==> src/design/iptw_pkg.sv <==
// Shared types, timing tables and register map for the IDE PIO timing writer.
// No dependencies; compiled first.
package iptw_pkg;

  // Number of PIO modes in the timing table, and the fastest one.
  localparam int unsigned NUM_MODES = 4;
  localparam logic [1:0]  MAX_MODE  = 2'd3;

  // Active (t1) and recovery (t2) times in ns per PIO mode.
  localparam int unsigned ACT_NS_W = 10;
  localparam int unsigned REC_NS_W = 8;
  localparam logic [ACT_NS_W-1:0] ACT_NS [NUM_MODES] = '{10'd600, 10'd383, 10'd240, 10'd180};
  localparam logic [REC_NS_W-1:0] REC_NS [NUM_MODES] = '{8'd165, 8'd125, 8'd100, 8'd80};

  // Controller register numbers, one row per drive ({channel, unit}), one column per write.
  localparam int unsigned NUM_DRIVES = 4;
  localparam int unsigned NUM_WRITES = 4;
  localparam logic [7:0] REG_MAP [NUM_DRIVES][NUM_WRITES] = '{
    '{8'h03, 8'h26, 8'h04, 8'h27},
    '{8'h05, 8'h28, 8'h06, 8'h29},
    '{8'h2b, 8'h30, 8'h2c, 8'h31},
    '{8'h2d, 8'h32, 8'h2e, 8'h33}
  };

  // ns -> clocks: ceil(ns * mhz / 1000). The divide by 1000 is a multiply by
  // ceil(2^26 / 1000), exact for every 16-bit dividend.
  localparam int unsigned BUS_W       = 6;
  localparam int unsigned NS_MHZ_W    = 16;
  localparam logic [NS_MHZ_W-1:0] ROUND_UP = 16'd999;
  localparam int unsigned RECIP_W     = 17;
  localparam logic [RECIP_W-1:0] RECIP = 17'd67109;
  localparam int unsigned RECIP_SHIFT = 26;
  localparam int unsigned CLK_W       = 6;   // ceil(999*63+999 / 1000) stays below 64

  // Slow modes (0..2) bump the second register pair by this many clocks.
  localparam logic [7:0] SLOW_OFFSET = 8'd8;

  // Configuration port.
  localparam int unsigned PADDR_W       = 3;
  localparam int unsigned PDATA_W       = 32;
  localparam logic        REG_BUS_SPEED = 1'b0;   // register index, paddr[2]
  localparam logic [BUS_W-1:0] BUS_SPEED_RST = 6'd50;

  // Default depth of the request queue between classifier and writer.
  localparam int unsigned QUEUE_DEPTH = 2;

  // Beat number of a write within one request.
  typedef logic [1:0] beat_t;
  localparam beat_t LAST_BEAT = 2'd3;

  // One classified request, as queued for the writer.
  typedef struct packed {
    logic [ACT_NS_W-1:0] act_ns;
    logic [REC_NS_W-1:0] rec_ns;
    logic                slow;
    logic [1:0]          drv;
  } job_t;

endpackage

==> src/design/iptw_if.sv <==
// Valid/ready channel interfaces: tuning requests in, register writes out.
// No dependencies.
interface iptw_req_if;
  logic        valid;
  logic        ready;
  logic [7:0]  pio_mode;
  logic        iordy_supported;
  logic [15:0] cycle_ns_with_iordy;
  logic [15:0] cycle_ns_plain;
  logic        channel;
  logic        unit;

  modport source (output valid, pio_mode, iordy_supported, cycle_ns_with_iordy,
                  cycle_ns_plain, channel, unit, input ready);
  modport sink   (input valid, pio_mode, iordy_supported, cycle_ns_with_iordy,
                  cycle_ns_plain, channel, unit, output ready);
endinterface

interface iptw_wr_if;
  logic       valid;
  logic       ready;
  logic [7:0] reg_index;
  logic [7:0] reg_value;
  logic       last_write;

  modport source (output valid, reg_index, reg_value, last_write, input ready);
  modport sink   (input valid, reg_index, reg_value, last_write, output ready);
endinterface

==> src/design/iptw_cfg.sv <==
// APB register block: holds the local bus speed used for ns -> clock conversion.
// Depends on iptw_pkg.
module iptw_cfg (
  input  logic                           clk_i,
  input  logic                           rst_ni,
  input  logic                           psel,
  input  logic                           penable,
  input  logic                           pwrite,
  input  logic [iptw_pkg::PADDR_W-1:0]   paddr,
  input  logic [iptw_pkg::PDATA_W-1:0]   pwdata,
  output logic [iptw_pkg::PDATA_W-1:0]   prdata,
  output logic                           pready,
  output logic [iptw_pkg::BUS_W-1:0]     bus_speed_o
);
  import iptw_pkg::*;

  logic [BUS_W-1:0] bus_speed_q, bus_speed_d;
  logic             sel_bus;

  assign sel_bus = (paddr[2] == REG_BUS_SPEED);
  assign pready  = 1'b1;

  always_comb begin
    bus_speed_d = bus_speed_q;
    if (psel && penable && pwrite && sel_bus) begin
      bus_speed_d = pwdata[BUS_W-1:0];
    end
  end

  always_ff @(posedge clk_i or negedge rst_ni) begin
    if (!rst_ni) begin
      bus_speed_q <= BUS_SPEED_RST;
    end else begin
      bus_speed_q <= bus_speed_d;
    end
  end

  assign prdata      = sel_bus ? {{(PDATA_W-BUS_W){1'b0}}, bus_speed_q} : '0;
  assign bus_speed_o = bus_speed_q;

endmodule

==> src/design/iptw_front.sv <==
// Request classifier: clamps the mode, picks t1/t2 from the table, takes a
// known, shorter drive cycle time in mode 3. Depends on iptw_pkg and iptw_if.
module iptw_front (
  iptw_req_if.sink            req,
  output logic                push_valid_o,
  input  logic                push_ready_i,
  output iptw_pkg::job_t      push_job_o
);
  import iptw_pkg::*;

  logic [1:0]          mode;
  logic [15:0]         drive_ns;
  logic [ACT_NS_W-1:0] act_ns;

  always_comb begin
    mode     = (req.pio_mode > {6'b0, MAX_MODE}) ? MAX_MODE : req.pio_mode[1:0];
    drive_ns = req.iordy_supported ? req.cycle_ns_with_iordy : req.cycle_ns_plain;
    act_ns   = ACT_NS[mode];
    // fast mode: a known, shorter drive cycle wins (it then fits the table width)
    if (mode == MAX_MODE && drive_ns != '0 && drive_ns < {6'b0, act_ns}) begin
      act_ns = drive_ns[ACT_NS_W-1:0];
    end
  end

  always_comb begin
    push_job_o.act_ns = act_ns;
    push_job_o.rec_ns = REC_NS[mode];
    push_job_o.slow   = (mode != MAX_MODE);
    push_job_o.drv    = {req.channel, req.unit};
  end

  assign push_valid_o = req.valid;
  assign req.ready    = push_ready_i;

endmodule

==> src/design/iptw_queue.sv <==
// Small request queue between classifier and register writer.
// Depends on iptw_pkg.
module iptw_queue #(
  parameter int unsigned Depth = iptw_pkg::QUEUE_DEPTH
) (
  input  logic           clk_i,
  input  logic           rst_ni,
  input  logic           push_valid_i,
  output logic           push_ready_o,
  input  iptw_pkg::job_t push_job_i,
  output logic           pop_valid_o,
  input  logic           pop_ready_i,
  output iptw_pkg::job_t pop_job_o
);
  import iptw_pkg::*;

  localparam int unsigned PtrW = (Depth > 1) ? $clog2(Depth) : 1;
  localparam int unsigned CntW = $clog2(Depth + 1);

  job_t            mem_q [Depth];
  logic [PtrW-1:0] wr_ptr_q, wr_ptr_d, rd_ptr_q, rd_ptr_d;
  logic [CntW-1:0] count_q, count_d;
  logic            push, pop;

  assign push_ready_o = (count_q != CntW'(Depth));
  assign pop_valid_o  = (count_q != '0);
  assign push         = push_valid_i && push_ready_o;
  assign pop          = pop_valid_o && pop_ready_i;
  assign pop_job_o    = mem_q[rd_ptr_q];

  always_comb begin
    wr_ptr_d = wr_ptr_q;
    rd_ptr_d = rd_ptr_q;
    count_d  = count_q;
    if (push) begin
      wr_ptr_d = (wr_ptr_q == PtrW'(Depth - 1)) ? '0 : wr_ptr_q + 1'b1;
    end
    if (pop) begin
      rd_ptr_d = (rd_ptr_q == PtrW'(Depth - 1)) ? '0 : rd_ptr_q + 1'b1;
    end
    if (push && !pop) begin
      count_d = count_q + 1'b1;
    end else if (pop && !push) begin
      count_d = count_q - 1'b1;
    end
  end

  always_ff @(posedge clk_i or negedge rst_ni) begin
    if (!rst_ni) begin
      wr_ptr_q <= '0;
      rd_ptr_q <= '0;
      count_q  <= '0;
    end else begin
      wr_ptr_q <= wr_ptr_d;
      rd_ptr_q <= rd_ptr_d;
      count_q  <= count_d;
    end
  end

  always_ff @(posedge clk_i) begin
    if (push) begin
      mem_q[wr_ptr_q] <= push_job_i;
    end
  end

`ifndef SYNTHESIS
  a_count_bound: assert property (@(posedge clk_i) disable iff (!rst_ni)
    count_q <= CntW'(Depth))
    else $error("queue count above depth");
  a_refuse_only_full: assert property (@(posedge clk_i) disable iff (!rst_ni)
    push_valid_i && !push_ready_o |-> count_q == CntW'(Depth))
    else $error("queue refused a request while not full");
  a_pop_drains: assert property (@(posedge clk_i) disable iff (!rst_ni)
    pop && !push |=> count_q == $past(count_q) - 1'b1)
    else $error("queue count did not drop on pop");
`endif

endmodule

==> src/design/iptw_back.sv <==
// Register writer: converts ns to bus clocks in two multiply stages, then
// issues the four register writes of a request. Depends on iptw_pkg, iptw_if.
module iptw_back (
  input  logic                          clk_i,
  input  logic                          rst_ni,
  input  logic [iptw_pkg::BUS_W-1:0]    bus_speed_i,
  input  logic                          pop_valid_i,
  output logic                          pop_ready_o,
  input  iptw_pkg::job_t                pop_job_i,
  iptw_wr_if.source                     wr
);
  import iptw_pkg::*;

  localparam int unsigned ProdW = NS_MHZ_W + RECIP_W;

  // stage P: ns * MHz + 999
  logic                p_valid_q;
  logic [NS_MHZ_W-1:0] act_x_q, rec_x_q;
  logic                p_slow_q;
  logic [1:0]          p_drv_q;
  // stage Q: divided by 1000
  logic                q_valid_q;
  logic [CLK_W-1:0]    act_clk_q, rec_clk_q;
  logic                q_slow_q;
  logic [1:0]          q_drv_q;
  // issue stage
  logic                e_valid_q;
  logic [7:0]          val_q [NUM_WRITES];
  logic [1:0]          e_drv_q;
  beat_t               beat_q;

  logic                p_ready, q_ready, wr_fire;
  logic [ProdW-1:0]    act_prod, rec_prod;
  logic [7:0]          c2, c1, slow_add;

  assign wr_fire     = wr.valid && wr.ready;
  assign q_ready     = !e_valid_q || (wr_fire && beat_q == LAST_BEAT);
  assign p_ready     = !q_valid_q || q_ready;
  assign pop_ready_o = !p_valid_q || p_ready;

  assign act_prod = ProdW'(act_x_q) * ProdW'(RECIP);
  assign rec_prod = ProdW'(rec_x_q) * ProdW'(RECIP);

  assign c2       = {{(8-CLK_W){1'b0}}, rec_clk_q};
  assign c1       = {{(8-CLK_W){1'b0}}, act_clk_q} - c2;   // wraps mod 256
  assign slow_add = q_slow_q ? SLOW_OFFSET : '0;

  always_ff @(posedge clk_i or negedge rst_ni) begin
    if (!rst_ni) begin
      p_valid_q <= 1'b0;
      q_valid_q <= 1'b0;
      e_valid_q <= 1'b0;
      beat_q    <= '0;
    end else begin
      if (pop_ready_o) begin
        p_valid_q <= pop_valid_i;
      end
      if (p_ready) begin
        q_valid_q <= p_valid_q;
      end
      if (q_ready) begin
        e_valid_q <= q_valid_q;
      end
      if (wr_fire) begin
        beat_q <= beat_q + 1'b1;   // wraps to zero after the last write
      end
    end
  end

  always_ff @(posedge clk_i) begin
    if (pop_valid_i && pop_ready_o) begin
      act_x_q  <= NS_MHZ_W'(pop_job_i.act_ns) * NS_MHZ_W'(bus_speed_i) + ROUND_UP;
      rec_x_q  <= NS_MHZ_W'(pop_job_i.rec_ns) * NS_MHZ_W'(bus_speed_i) + ROUND_UP;
      p_slow_q <= pop_job_i.slow;
      p_drv_q  <= pop_job_i.drv;
    end
    if (p_valid_q && p_ready) begin
      act_clk_q <= act_prod[RECIP_SHIFT +: CLK_W];
      rec_clk_q <= rec_prod[RECIP_SHIFT +: CLK_W];
      q_slow_q  <= p_slow_q;
      q_drv_q   <= p_drv_q;
    end
    if (q_valid_q && q_ready) begin
      val_q[0] <= c2;
      val_q[1] <= c1;
      val_q[2] <= c2 + slow_add;
      val_q[3] <= c1 + slow_add;
      e_drv_q  <= q_drv_q;
    end
  end

  assign wr.valid      = e_valid_q;
  assign wr.reg_index  = REG_MAP[e_drv_q][beat_q];
  assign wr.reg_value  = val_q[beat_q];
  assign wr.last_write = (beat_q == LAST_BEAT);

`ifndef SYNTHESIS
  a_load_at_first_beat: assert property (@(posedge clk_i) disable iff (!rst_ni)
    q_valid_q && q_ready |=> beat_q == '0)
    else $error("new request loaded mid-sequence");
  a_q_holds: assert property (@(posedge clk_i) disable iff (!rst_ni)
    q_valid_q && !q_ready |=> q_valid_q && $stable(act_clk_q) && $stable(rec_clk_q))
    else $error("converted counts lost while stalled");
  a_p_holds: assert property (@(posedge clk_i) disable iff (!rst_ni)
    p_valid_q && !p_ready |=> p_valid_q && $stable(act_x_q) && $stable(rec_x_q))
    else $error("scaled times lost while stalled");
  a_idle_beat: assert property (@(posedge clk_i) disable iff (!rst_ni)
    !e_valid_q |-> beat_q == '0)
    else $error("write beat not at start while idle");
`endif

endmodule

==> src/design/ide_pio_timing_register_writer.sv <==
// IDE PIO timing register writer, top level. Depends on iptw_pkg, iptw_if,
// iptw_cfg, iptw_front, iptw_queue and iptw_back.
// Each tuning request on req_i yields four register writes on wr_o: recovery
// count, active-minus-recovery count, then the same pair again (plus 8 more
// in modes 0..2), addressed from the per-drive register map; last_write marks
// the fourth. Modes above 3 run as mode 3, where a nonzero drive cycle time
// shorter than the table's active time replaces it. Counts are
// ceil(ns * bus_speed_mhz / 1000) and wrap to a byte. A request passes the
// classifier into a QueueDepth-entry queue, then two multiply stages, then the
// write issue stage. A request's four writes leave the single output port one
// per cycle while wr_o is ready, which bounds the sustained request rate; the
// queue and stages keep accepting requests while writes are still draining.
// bus_speed_mhz sits at APB byte address 0 (reset 50); change it only while
// no request is in flight.
module ide_pio_timing_register_writer #(
  parameter int unsigned QueueDepth = iptw_pkg::QUEUE_DEPTH
) (
  input  logic                         clk_i,
  input  logic                         rst_ni,
  // APB configuration port
  input  logic                         psel,
  input  logic                         penable,
  input  logic                         pwrite,
  input  logic [iptw_pkg::PADDR_W-1:0] paddr,
  input  logic [iptw_pkg::PDATA_W-1:0] pwdata,
  output logic [iptw_pkg::PDATA_W-1:0] prdata,
  output logic                         pready,
  // tuning requests in, register writes out
  iptw_req_if.sink                     req_i,
  iptw_wr_if.source                    wr_o
);
  import iptw_pkg::*;

  logic [BUS_W-1:0] bus_speed;
  logic             push_valid, push_ready;
  logic             pop_valid, pop_ready;
  job_t             push_job, pop_job;

  iptw_cfg u_cfg (
    .clk_i       (clk_i),
    .rst_ni      (rst_ni),
    .psel        (psel),
    .penable     (penable),
    .pwrite      (pwrite),
    .paddr       (paddr),
    .pwdata      (pwdata),
    .prdata      (prdata),
    .pready      (pready),
    .bus_speed_o (bus_speed)
  );

  // front: classify the request, no state
  iptw_front u_front (
    .req          (req_i),
    .push_valid_o (push_valid),
    .push_ready_i (push_ready),
    .push_job_o   (push_job)
  );

  // decouples request acceptance from write issue
  iptw_queue #(
    .Depth (QueueDepth)
  ) u_queue (
    .clk_i        (clk_i),
    .rst_ni       (rst_ni),
    .push_valid_i (push_valid),
    .push_ready_o (push_ready),
    .push_job_i   (push_job),
    .pop_valid_o  (pop_valid),
    .pop_ready_i  (pop_ready),
    .pop_job_o    (pop_job)
  );

  // back: ns -> clocks, then four writes per request
  iptw_back u_back (
    .clk_i       (clk_i),
    .rst_ni      (rst_ni),
    .bus_speed_i (bus_speed),
    .pop_valid_i (pop_valid),
    .pop_ready_o (pop_ready),
    .pop_job_i   (pop_job),
    .wr          (wr_o)
  );

endmodule

==> src/flat_wrapper.sv <==
// flat-port wrapper written by rule: the top's interface ports become plain ports
module ide_pio_timing_register_writer_flat import iptw_pkg::*;
#(
  parameter int unsigned QueueDepth = iptw_pkg::QUEUE_DEPTH
)
  (clk_i, rst_ni, psel, penable, pwrite, paddr, pwdata, prdata, pready, req_i_valid, req_i_pio_mode, req_i_iordy_supported, req_i_cycle_ns_with_iordy, req_i_cycle_ns_plain, req_i_channel, req_i_unit, req_i_ready, wr_o_valid, wr_o_reg_index, wr_o_reg_value, wr_o_last_write, wr_o_ready);
  iptw_req_if req_i_i ();
  iptw_wr_if wr_o_i ();
  input  logic clk_i;
  input  logic rst_ni;
  input  logic psel;
  input  logic penable;
  input  logic pwrite;
  input  logic [iptw_pkg::PADDR_W-1:0] paddr;
  input  logic [iptw_pkg::PDATA_W-1:0] pwdata;
  output logic [iptw_pkg::PDATA_W-1:0] prdata;
  output logic pready;
  input wire logic [$bits(req_i_i.valid)-1:0] req_i_valid;
  input wire logic [$bits(req_i_i.pio_mode)-1:0] req_i_pio_mode;
  input wire logic [$bits(req_i_i.iordy_supported)-1:0] req_i_iordy_supported;
  input wire logic [$bits(req_i_i.cycle_ns_with_iordy)-1:0] req_i_cycle_ns_with_iordy;
  input wire logic [$bits(req_i_i.cycle_ns_plain)-1:0] req_i_cycle_ns_plain;
  input wire logic [$bits(req_i_i.channel)-1:0] req_i_channel;
  input wire logic [$bits(req_i_i.unit)-1:0] req_i_unit;
  output wire logic [$bits(req_i_i.ready)-1:0] req_i_ready;
  output wire logic [$bits(wr_o_i.valid)-1:0] wr_o_valid;
  output wire logic [$bits(wr_o_i.reg_index)-1:0] wr_o_reg_index;
  output wire logic [$bits(wr_o_i.reg_value)-1:0] wr_o_reg_value;
  output wire logic [$bits(wr_o_i.last_write)-1:0] wr_o_last_write;
  input wire logic [$bits(wr_o_i.ready)-1:0] wr_o_ready;
  assign req_i_i.valid = req_i_valid;
  assign req_i_i.pio_mode = req_i_pio_mode;
  assign req_i_i.iordy_supported = req_i_iordy_supported;
  assign req_i_i.cycle_ns_with_iordy = req_i_cycle_ns_with_iordy;
  assign req_i_i.cycle_ns_plain = req_i_cycle_ns_plain;
  assign req_i_i.channel = req_i_channel;
  assign req_i_i.unit = req_i_unit;
  assign req_i_ready = req_i_i.ready;
  assign wr_o_valid = wr_o_i.valid;
  assign wr_o_reg_index = wr_o_i.reg_index;
  assign wr_o_reg_value = wr_o_i.reg_value;
  assign wr_o_last_write = wr_o_i.last_write;
  assign wr_o_i.ready = wr_o_ready;
  ide_pio_timing_register_writer #(.QueueDepth(QueueDepth)) u_core (.clk_i(clk_i), .rst_ni(rst_ni), .psel(psel), .penable(penable), .pwrite(pwrite), .paddr(paddr), .pwdata(pwdata), .prdata(prdata), .pready(pready), .req_i(req_i_i), .wr_o(wr_o_i));
endmodule
==> config.mk <==
export PLATFORM = sky130hd
export DESIGN_NAME = ide_pio_timing_register_writer_flat
export DESIGN_NICKNAME = d
export VERILOG_FILES = /design/src/design/iptw_pkg.sv /design/src/design/iptw_if.sv /design/src/design/iptw_cfg.sv /design/src/design/iptw_front.sv /design/src/design/iptw_queue.sv /design/src/design/iptw_back.sv /design/src/design/ide_pio_timing_register_writer.sv /design/src/flat_wrapper.sv
export SDC_FILE = /design/constraint.sdc
export NUM_CORES = 1
export LEC_CHECK = 0
export BUFFER_PORTS_ARGS = -buffer_cell sky130_fd_sc_hd__clkbuf_2
export CAP_MARGIN = 40
export CORE_UTILIZATION = 40
export CTS_BUF_LIST = sky130_fd_sc_hd__clkbuf_8 sky130_fd_sc_hd__clkbuf_16
export DETAILED_ROUTE_END_ITERATION = 10
export PLACE_DENSITY = 0.57
export SLEW_MARGIN = 20
export SYNTH_ARGS = -nofsm -noshare
export SYNTH_HDL_FRONTEND = slang
export SYNTH_SLANG_ARGS = --single-unit
==> constraint.sdc <==
create_clock -name clk_i -period 7 [get_ports clk_i]
set_input_delay 1.75 -clock clk_i [delete_from_list [all_inputs] [get_ports clk_i]]
set_output_delay 1.75 -clock clk_i [all_outputs]
set_load 0.02 [all_outputs]
==> metrics.md <==
| Metric | Value |
|---|---|
| Worst-Skew Late Latency | 0.42 ns |
| Multiplexer area fraction after synthesis | 3.25% |
| Post-DP HPWL | between 20 and 25 mm |
| Unrepaired setup endpoints after global routing | no |
| Crit path capture type | flop |
| Sequential area share after synthesis | about a quarter |
| Clk buf depth | 2 |
| Total CTS buffers | 17 |
| Post-Synth Simple-Gate Area | under 10% |
| Via Count | between 9000 and 10000 |
| Worst Path Max Fanout | 16 |
| Area grow syn2layout | 9.84% |
| Pin count of the biggest net entering global routing | 21 |
| Die Span Y | around 200 um |
| Antenna cell count | 0 |
| Hold_buf cts | 0 |
| Share of the synthesized area in the top cell type | between 20% and 30% |
| Xor/xnor share of the synthesized area | about 2.4% |
| Die Wd | about 200 um |
| Fmax | approximately 170 MHz |
| Netlist cell types | between 60 and 70 |
| FFs w/ async S/R, synth | a little under an eighth |
| Count of state elements after synthesis | ~130 |
| WL/cell | roughly 14 um |
| Crit path capture | u_core.u_back.act_x_q[14] |
| Boundary Pins | between 100 and 150 |
| Vias per cell | 4.76 |
| Starting Density | a little over 40% |
| FF-to-FF Start | u_core.u_queue.rd_ptr_q |
| Slew Viols, Final | 0 |
| Critical path origin | u_core.u_queue.rd_ptr_q |
| CTS tree | yes |
| Largest area contributor in the netlist | ha_1 |
| WS Path Type | flop to flop |
| R2R Path End | u_core.u_back.act_x_q[14] |
| Req. time, crit path | a little over 7 ns |
| Cts repair resizes | 0 |
| Most numerous cell in the Yosys netlist | ha_1 |
| Startpoint class of the critical path | flop |
| Sink Count | approximately 130 |
| Vias in the first global route | approximately 10000 |
| Final worst-path cycle share | about four fifths |
| Die ar. | slightly below 40000 um2 |
| Sum of buffers and inverters on the critical path | 3 |
| Min cycle time layout | around 5.7 ns |
| Routed wire length | around 28 mm |
| Adder-Cell Fraction of Synth Area | between 40% and 50% |
| Finish-stage setup viols | 0 |
| Root buffer cell | clkbuf_16 |
| Ys flop type | edfxtp_1 |
| Initial antenna violation count | 0 |
| Clk slew on worst S/H paths | 0.06 ns |
| Hold Violations, Final | 0 |
| Status | complete, no violations |
| Crit-path max cell delay | 0.85 ns |
| Arrival @ worst endpoint | approximately 6.0 ns |
| CP max-delay cell | dfrtp_1 |
| Max_cap viols | 0 |
| Synth top cells by count | ha_1 (354), inv_1 (256), fa_1 (129), edfxtp_1 (111), nand2_1 (70) |
| Overall routing resource usage | about 15% |
| IO Port Bufs | 79 |
| CP cell instances | buf_4 -> mux2i_1 -> nor2b_1 -> fa_1 -> fa_1 -> fa_1 -> inv_1 -> fa_1 -> inv_1 -> ha_1 -> a21o_1 -> a21o_1 -> a21oi_1 -> o21ai_0 -> a2111o_1 -> o311ai_0 |
| Main combinational cell family by area after synthesis | adder cells |
| Top cells by area, synth | ha_1 (29%), edfxtp_1 (22%), fa_1 (17%), inv_1 (6.3%), mux2_2 (2.0%) |
| Slew HR | around 47% |
| Worst Hold Class | flop to flop |
| Post-CTS setup buffers | 0 |
| Drt pass-1 iters | 4 |
| Row count | 70 |
| Flop2flop setup slack | around 1.3 ns |
| Worst Hold Launch | u_core.u_back.p_drv_q[0] |
| First-pass GRT wire length | 47.5 mm |
| Fin Clk Skew | 0.0106 ns |
| Htree depth | 4 |
| Placer Congestion | approximately 0.80 |
| Post-route insts no fill | approximately 2000 |
| Worst-margin pin slew | 0.794 ns |
| Setup TNS | 0 ns |
| Drt drc | 0 |
| Dpl cells | between 1500 and 2000 |
| R2R depth | 16 |
| Critical path's top delay family | adder cells |
| Compound-Gate Fraction of Synth Area | 6.57% |
| Number of synthesized flops with an enable pin | 111 |
| Routed Antenna Nets | 0 |
| Synth Warn # | 0 |
| Netlist Area Pre-Place | 15100 um2 |
| Share of layout cells above drive strength 1 | between 10 and 15% |
| NumNets Final | between 2000 and 2500 |
| Synth Area per Inst | 10.9 um2 |
| Core outline area | between 30000 and 40000 um2 |
| Stages on the worst setup path | 16 |
| Total grt overflow | 0 |
| DR iter-0 viols | about 260 |
| Most used cell, CP | fa_1 |
| Syn Inst Count | approximately 1400 |
| Post-layout util | 45.0% |
## stage by stage
stage / hold slack, ns / setup slack (ns) / instance area (um2)
after global placement: 0.405 / 1.31 / 16000
after global routing: 0.428 / 0.811 / 16600
after CTS: 0.419 / 1.25 / 16600
final: 0.419 / 1.27 / 16600
after floorplan: 0.400 / 1.90 / 15200
after detailed placement: 0.410 / 1.26 / 16000
## area by class of cell
class / count / area (um2)
Sequential cell: 126 / 3710
Fill cell: 3532 / 20300
Timing Repair Buffer: 84 / 448
Tap cell: 504 / 631
Clock buffer: 18 / 439
Multi-Input combinational cell: 995 / 10300
Clock inverter: 14 / 153
Inverter: 256 / 961
## layer usage
metal | global-route usage [%] | routed length, um | vias up | share of wire [%]
li1 | - | - | 4855 | -
met1 | 20.4 | 13600 | 4512 | 49
met2 | 26.5 | 13100 | 130 | 47
met3 | 2.41 | 751 | 16 | 2.7
met4 | 2.96 | 218 | 0 | 0.79
met5 | 0 | 0 | - | 0
## logic make-up (layout without fill, tap and decap cells)
family                   after synthesis  count (layout)
AO/OA/AOI/OAI                        150             150
other                                  2              29
adder cells (fa/ha/maj)              483             483
buffers and inverters                299             372
flip-flops                           126             126
AND/OR/NAND/NOR                      249             249
XOR/XNOR                              42              42
multiplexers                          42              42
## flip-flops by register name (all words and copies together) (netlist names)
name / cells
u_core.u_back.act_clk_q: 6
u_core.u_back.act_x_q: 16
u_core.u_back.beat_q: 2
u_core.u_back.e_drv_q: 2
u_core.u_back.p_drv_q: 2
u_core.u_back.p_slow_q: 1
u_core.u_back.p_valid_q: 1
u_core.u_back.q_drv_q: 2
u_core.u_back.q_slow_q: 1
u_core.u_back.q_valid_q: 1
u_core.u_back.rec_clk_q: 6
u_core.u_back.rec_x_q: 15
u_core.u_back.val_q: 22
u_core.u_back.wr.valid: 1
u_core.u_cfg.bus_speed_o: 6
u_core.u_queue.count_q: 2
u_core.u_queue.mem_q: 38
u_core.u_queue.rd_ptr_q: 1
u_core.u_queue.wr_ptr_q: 1
## worst min-delay path by stage
stage,to,cells after the start
final,u_core.u_back.q_drv_q[0],0
after global placement,u_core.u_back.q_drv_q[0],0
after global routing,u_core.u_back.q_drv_q[0],0
after floorplan,u_core.u_back.e_drv_q[0],0
after CTS,u_core.u_back.q_drv_q[0],0
after detailed placement,u_core.u_back.q_drv_q[0],0
## layout by cell type (no fill, tap or decap), drive strengths merged, types with 25 or more instances in the layout
| master | instances |
|---|---|
| inv | 259 |
| nor2 | 28 |
| a21oi | 41 |
| ha | 354 |
| clkbuf | 97 |
| edfxtp | 111 |
| nor2b | 44 |
| nand2 | 70 |
| xnor2 | 25 |
| o21ai | 29 |
| conb | 29 |
| fa | 129 |
| mux2 | 27 |
Power is left out: the tool's default activity adds up to more than one toggle a clock period on the data nets, which glitch-free logic cannot reach.
